File: src/design/fba_pkg.sv
// Shared constants, codes and control types of the first-fit block allocator.
`default_nettype none
package fba_pkg;

   localparam int HEAP_BYTES_DEF = 4096;
   localparam int ALIGN_BYTES    = 8;
   localparam int ADDR_W         = 32;
   localparam int SIZE_W         = 32;
   localparam int HSIZE_W        = 13;
   localparam int COPY_W         = 13;
   localparam int USED_W         = 13;
   localparam int CNT_W          = 10;
   localparam int CSR_IDX_W      = 2;
   localparam int HEAP_SIZE_RST  = 4096;

   typedef enum logic [2:0] {
      OP_INIT     = 3'd0,
      OP_ALLOC    = 3'd1,
      OP_FREE     = 3'd2,
      OP_REALLOC  = 3'd3,
      OP_VALIDATE = 3'd4
   } op_type;

   typedef enum logic [CSR_IDX_W-1:0] {
      CSR_HEAP_BASE = 2'd0,
      CSR_HEAP_SIZE = 2'd1
   } csr_index_type;

   typedef enum logic [3:0] {
      ST_CLEAR,
      ST_IDLE,
      ST_DISPATCH,
      ST_WALK,
      ST_SPLIT,
      ST_FREE_RD,
      ST_FREE_WR,
      ST_DONE
   } ctl_state_type;

   typedef struct packed {
      logic capture;
      logic seg_load;
      logic clr_step;
      logic walk_start;
      logic walk_step;
      logic take;
      logic split_wr;
      logic val_done;
      logic free_rd;
      logic free_wr;
      logic load_rsp;
   } dp_cmd_type;

   typedef struct packed {
      logic [2:0] op;
      logic       is_null;
      logic       size_zero;
      logic       early_fail;
      logic       misaligned;
      logic       walk_end;
      logic       hit;
      logic       clr_last;
      logic       rsp_free;
   } dp_status_type;

endpackage
`default_nettype wire

File: src/design/fba_controller.sv
// Controller state machine: sequences clear, walk, split and free steps.
`default_nettype none
module fba_controller (
   input  wire logic                   clock,
   input  wire logic                   reset,
   input  wire logic                   req_valid,
   output logic                        req_ready,
   output fba_pkg::dp_cmd_type         cmd,
   input  wire fba_pkg::dp_status_type status
);
   import fba_pkg::*;

   ctl_state_type state_ff, state_in;
   logic          init_ff, init_in;

   always_comb begin
      state_in = state_ff;
      init_in  = init_ff;
      case (state_ff)
         ST_CLEAR: begin
            if (status.clr_last) begin
               state_in = init_ff ? ST_DONE : ST_IDLE;
               init_in  = 1'b0;
            end
         end
         ST_IDLE: begin
            if (req_valid) begin
               state_in = ST_DISPATCH;
            end
         end
         ST_DISPATCH: begin
            case (status.op)
               OP_INIT: begin
                  state_in = ST_CLEAR;
                  init_in  = 1'b1;
               end
               OP_ALLOC: begin
                  state_in = status.early_fail ? ST_DONE : ST_WALK;
               end
               OP_FREE: begin
                  state_in = status.is_null ? ST_DONE : ST_FREE_RD;
               end
               OP_REALLOC: begin
                  if (!status.is_null && status.size_zero) begin
                     state_in = ST_FREE_RD;
                  end else begin
                     state_in = status.early_fail ? ST_DONE : ST_WALK;
                  end
               end
               OP_VALIDATE: begin
                  state_in = status.misaligned ? ST_DONE : ST_WALK;
               end
               default: begin
                  state_in = ST_DONE;
               end
            endcase
         end
         ST_WALK: begin
            if (status.walk_end) begin
               state_in = ST_DONE;
            end else if (status.op != OP_VALIDATE && status.hit) begin
               state_in = ST_SPLIT;
            end
         end
         ST_SPLIT: begin
            state_in = (status.op == OP_REALLOC && !status.is_null) ? ST_FREE_RD : ST_DONE;
         end
         ST_FREE_RD: begin
            state_in = ST_FREE_WR;
         end
         ST_FREE_WR: begin
            state_in = ST_DONE;
         end
         ST_DONE: begin
            if (status.rsp_free) begin
               state_in = ST_IDLE;
            end
         end
         default: begin
            state_in = ST_IDLE;
         end
      endcase
   end

   always_comb begin
      cmd       = '0;
      req_ready = 1'b0;
      case (state_ff)
         ST_CLEAR: begin
            cmd.clr_step = 1'b1;
         end
         ST_IDLE: begin
            req_ready   = 1'b1;
            cmd.capture = req_valid;
         end
         ST_DISPATCH: begin
            cmd.seg_load   = (status.op == OP_INIT);
            cmd.walk_start = ((status.op == OP_ALLOC || status.op == OP_REALLOC) &&
                              !status.early_fail &&
                              !(status.op == OP_REALLOC && !status.is_null &&
                                status.size_zero)) ||
                             (status.op == OP_VALIDATE && !status.misaligned);
         end
         ST_WALK: begin
            if (status.walk_end) begin
               cmd.val_done = (status.op == OP_VALIDATE);
            end else if (status.op != OP_VALIDATE && status.hit) begin
               cmd.take = 1'b1;
            end else begin
               cmd.walk_step = 1'b1;
            end
         end
         ST_SPLIT: begin
            cmd.split_wr = 1'b1;
         end
         ST_FREE_RD: begin
            cmd.free_rd = 1'b1;
         end
         ST_FREE_WR: begin
            cmd.free_wr = 1'b1;
         end
         ST_DONE: begin
            cmd.load_rsp = status.rsp_free;
         end
         default: begin
            cmd = '0;
         end
      endcase
   end

   always_ff @(posedge clock) begin
      if (reset) begin
         state_ff <= ST_CLEAR;
         init_ff  <= 1'b0;
      end else begin
         state_ff <= state_in;
         init_ff  <= init_in;
      end
   end

   a_accept_dispatch: assert property (@(posedge clock) disable iff (reset)
      (req_valid && req_ready) |=> state_ff == ST_DISPATCH)
      else $error("accepted transaction not dispatched");
   a_one_writer: assert property (@(posedge clock) disable iff (reset)
      $onehot0({cmd.clr_step, cmd.take, cmd.split_wr, cmd.free_wr}))
      else $error("header store written by two steps");
   a_take_then_split: assert property (@(posedge clock) disable iff (reset)
      cmd.take |=> state_ff == ST_SPLIT)
      else $error("split step skipped");
   a_load_when_free: assert property (@(posedge clock) disable iff (reset)
      cmd.load_rsp |-> status.rsp_free)
      else $error("response overwritten");
endmodule
`default_nettype wire
File: config.mk
export PLATFORM = sky130hd
export DESIGN_NAME = fba_controller
export DESIGN_NICKNAME = d
export VERILOG_FILES = /design/src/design/fba_pkg.sv /design/src/design/fba_controller.sv
export SDC_FILE = /design/constraint.sdc
export NUM_CORES = 1
export LEC_CHECK = 0
export ABC_AREA = 1
export BUFFER_PORTS_ARGS = -buffer_cell sky130_fd_sc_hd__buf_4
export CORE_AREA = 4 4 41 43
export DETAILED_ROUTE_END_ITERATION = 8
export DIE_AREA = 0 0 45 47
export PLACE_DENSITY_LB_ADDON = 0.1
export SETUP_SLACK_MARGIN = 0.05
export SLEW_MARGIN = 10
export SYNTH_ARGS = -nofsm -noshare
export SYNTH_HDL_FRONTEND = slang
export SYNTH_SLANG_ARGS = --single-unit
File: constraint.sdc
create_clock -name clock -period 1.4 [get_ports clock]
set_clock_uncertainty 0.2 [all_clocks]
set_input_delay 0.14 -clock clock [delete_from_list [all_inputs] [get_ports clock]]
set_output_delay 0.14 -clock clock [all_outputs]
set_load 0.01 [all_outputs]
After elaboration in Yosys (flattened, before gate mapping):

Cells that the tools add are included.

* logic and storage cells: 68
* bits in registers: 5
* input bits: 14
* output and inout bits: 12

* equality and inequality tests: 17
* muxes and demuxes: 31
* reduce and logical (&&, ||, !) cells: 18

Operators with widths (count)
* 4-bit one-hot mux with 8 select lines: 1
* 4-bit 2-to-1 mux: 5
* 4-bit by 3-bit equality test with 1-bit output, second input constant: 4
* 1-bit 2-to-1 mux: 15
* 3-bit one-hot mux with 5 select lines: 1
* 3-bit 2-to-1 mux: 4
* 4-bit by 2-bit equality test with 1-bit output, second input constant: 2
* 2-bit 2-to-1 mux: 4
* 2-bit inequality test, second input constant: 4
* 1-bit logical AND: 7
* 3-bit by 2-bit equality test with 1-bit output, second input constant: 2
* 3-bit inequality test, second input constant: 2
* 4-bit by 1-bit equality test with 1-bit output, second input constant: 1
* 1-bit logical NOT: 4
* 4-bit logical NOT: 1
* 4-bit AND reduction: 1
* 3-bit by 1-bit equality test with 1-bit output, second input constant: 1
* 3-bit equality test, second input constant: 1
* 3-bit logical NOT: 1
* 3-bit AND reduction: 1
* 1-bit logical OR: 2
* 1-bit one-hot mux with 2 select lines: 1
* 2-bit nonzero test: 1

Longest topological paths before layout:

* depth in word-level cells: 7
* depth in mapped cells: 9
* gate-level depth less buffers: 9

Least setup slack after synthesis:

OpenSTA, ideal clock, no wires.

* kind: flip-flop to flip-flop
* from: reg state_ff[1]
* to: reg state_ff[1]
* cell stages (with the launch flop): 9
* data required time: 1.134 ns
* buffers on the path: 1
* arrival: 1.124 ns
* setup time: 0.066 ns
* slack: 0.010 ns
* period minus slack after synthesis: 1.390 ns
* path through: dfxtp_1 -> buf_6 -> nor2_4 -> inv_2 -> nor2_2 -> nand2_1 -> nand3_1 -> nand2_1 -> a21oi_2

* cells in the longest elaborated chain, start to end: 3
* elaborated cells on any way between the ends: 14
* those cells by class: 11 x eq/ne; 1 x mux; 2 x reduce/logical

RTL lines
* start: declaration: RTL line fba_controller.sv:13 `ctl_state_type state_ff, state_in;`
* start signal: assignment: RTL line fba_controller.sv:136 `state_ff <= state_in;`
* 4-bit by 2-bit equality test with 1-bit output, or another cell as far along: RTL line fba_controller.sv:19 `case (state_ff)`
* 3-bit inequality test (no source line) / 2-bit inequality test (equally long branches)
* 4-bit AND reduction (no source line)

Several ways; a longest one is shown, not always the timed one.
A chain may end at the register's enable or synchronous reset.

==> qor.yml <==
setup_path:
  reg2reg_from: "state_ff[0]"
  cp-end-kind: "primary output"
  r2r_slack_ns: -0.04
  worstSetupStartpointType: "flip-flop"
  critPathRequiredTime_ns: 1.06
  r2r-end: "state_ff[1]"
  cp-startpoint: "state_ff[0]"
  r2r_cells: 8
  slowest_delay_ns: 0.38
  crit_arrival_ns: 1.15
  critPathMaxFanout: 6
  path_cells: "inv_2 -> nand3_2 -> nor3_4 -> buf_6"
  crit_type: "flip-flop to primary output"
  slowest_stage: "dfxtp_4"
sta:
  fin_ws_ns: -0.0910
  rsz0062_at_grt: "yes"
  fmax_mhz: 671
  setup_viol: 12
  min_period_over_period_pct: 106
  drv_slew: 0
  hold_violations: 0
  worstMarginPinSlew_ns: 0.204
  slew_headroom_pct: 86.2
  fin_hold_ws_ns: 0.0871
  fin_crit_ns: 1.49
cells_and_area:
  mostFrequentLayoutCells: "buf_4, nand2_1, inv_1"
  drive_gt1_share_pct: 57.5
  final_cells: 161
  area_growth_pct: 96.6
  diodes: 0
  nets: 162
  layout_commonest_cell: "buf_4"
  fillerInstances: 91
  fin_area_um2: 1010
pwr:
  power.density_nw_per_um2: 1530
  p_leak_nw: 0.548
  vdd_ir_drop_max_mv: 1.41
synthesis:
  syn_nets: 112
  synth_top_area_share_pct: 21.2
  yosysWarnings: 0
  synthXorXnorAreaFrac_pct: 0
  ys_seq_area_share_pct: 15.6
  synthCells: 98
  synth-compound-area-share_pct: 9.98
  synthTopCellsByArea: "nand2_1, dfxtp_1, inv_1"
  synth_top_family_by_area: "simple AND/OR/NAND/NOR gates"
  syn_area_um2: 514
  syn_avg_cell_area_um2: 5.25
  synthMuxAreaShare_pct: 0
  synth-simple-area-share_pct: 57.7
  synth-seq-cells: 4
  synth_top_cell_by_area: "nand2_1"
  synth.distinct_cells: 17
  synthAdderAreaFrac_pct: 0
global_routing:
  grt_pass1_vias: 746
  track_usage_pct: 20.1
  globalRouteOverflowTotal: 0
  grt_max_degree: 8
  antenna_found_initial: 0
  grt_pass1_wl_um: 3100
placement:
  dpl.cell_count: 150
  place_area_um2: 825
  place_congestion: 0.812
  hpwlAfterDp_um: 1320
  port_buffers: 25
floorplan:
  row_count: 13
  io_pins: 26
  core_area_um2: 1300
  die_w_um: 45
  start_util_pct: 39.5
  die_y_um: 47
  dieArea_um2: 2120
outcome:
  violations: "setup timing"
  outcome: "finished, violations left"
drt:
  antenna_left: 0
  firstDrtPassIters: 4
  vias_per_cell: 4.87
  drt-total-wl_um: 1870
  drtIter0Drc: 20
  wl_per_cell_um: 11.6
  dr_total_vias: 784
  drcViolationCount: 0
clock_network:
  cts_inserted_buffers: 3
  clkTransAtPathRegs_ns: 0.04
  root_buffer: "clkbuf_4"
  clockBufferDepth: 2
  cts_sinks: 4
  worstSkewPairLatency_ns: 0.24
  cts_max_level: 1
  cts_tree: "yes"
worst_hold_path:
  min_from: "status[10]"
  hp-class: "primary input to flip-flop"
  holdPathStages: 4
  hold_end: "init_ff"
job:
  maxCapViolCount: 0
-- state kept, by name, indices dropped and copies added, names as in the netlist --
signal	cells
init_ff	1
state_ff	3
-- cell type report --
class	instances	area [µm²]	area share (%)
tap	15	18.8	1.86
inverter	20	77.6	7.67
multi-input combinational	73	434	42.9
clock buffer	3	22.5	2.23
timing repair buffer	46	367	36.3
sequential	4	91.3	9.03
-- per-layer routing --
metal  vias up  part of all wire (%)  GRT usage (%)
li1        393                     -              -
met1       359                    41           22.5
met2        26                    50           35.6
met3         6                   7.8           8.81
met4         0                   1.1           4.09
met5         -                     0              0
-- worst max-delay path: cells and delay by family, from the launching register on --
kind | cells | cell delay [ns]
buffers and inverters | 2 | 0.21
DFF | 1 | 0.38
and+or+nand+nor | 2 | 0.32
-- through the flow --
stage	worst slack, ns	setup TNS, ns	power, mW	utilization [%]
final	-0.0910	-0.568	1.55	77.7
after global routing	-0.136	-1.30	1.67	77.7
after CTS	-0.141	-0.760	1.53	76.9
after detailed placement	-0.0352	-0.0848	1.09	63.4
after global placement	-0.0273	-0.0572	1.08	63.4
after floorplan	0.00958	0	0.686	-
-- worst max-delay path by stage --
stage                     cells past startpoint  slack, ns          end
after global routing                          5      -0.14       cmd[6]
after CTS                                     6      -0.14       cmd[3]
after detailed placement                      8      -0.04  state_ff[1]
after global placement                        6      -0.03       cmd[7]
after floorplan                               8       0.01  state_ff[1]
final                                         4      -0.09       cmd[9]
-- Yosys cell counts (all sizes together) --
cell	n
a21oi	5
buf	1
dfxtp	4
inv	20
nand2	29
nand3	12
nor2	21
nor3	1
o211ai	1
o21ai	3
or2	1
-- what timing repair did --
item                                    in CTS  in global routing
hold endpoints to repair                     3                  0
resized for setup                           28                  9
pin swaps                                   11                  7
hold buffers                                 1                  0
buffers inserted                             8                  1
endpoints found under the setup margin      16                 16
-- cells by family after synthesis --
logic type / after synthesis
compound gates: 9
buf+inv: 21
flops: 4
simple gates: 64
-- where the power goes --
part / switching [mW] / internal (mW) / leakage [nW]
Sequential: 0.112 / 0.173 / 0.0348
Combinational: 0.529 / 0.588 / 0.499
Clock: 0.0503 / 0.0961 / 0.0138
Total: 0.691 / 0.857 / 0.548
Power figures use the tool's default switching activity.
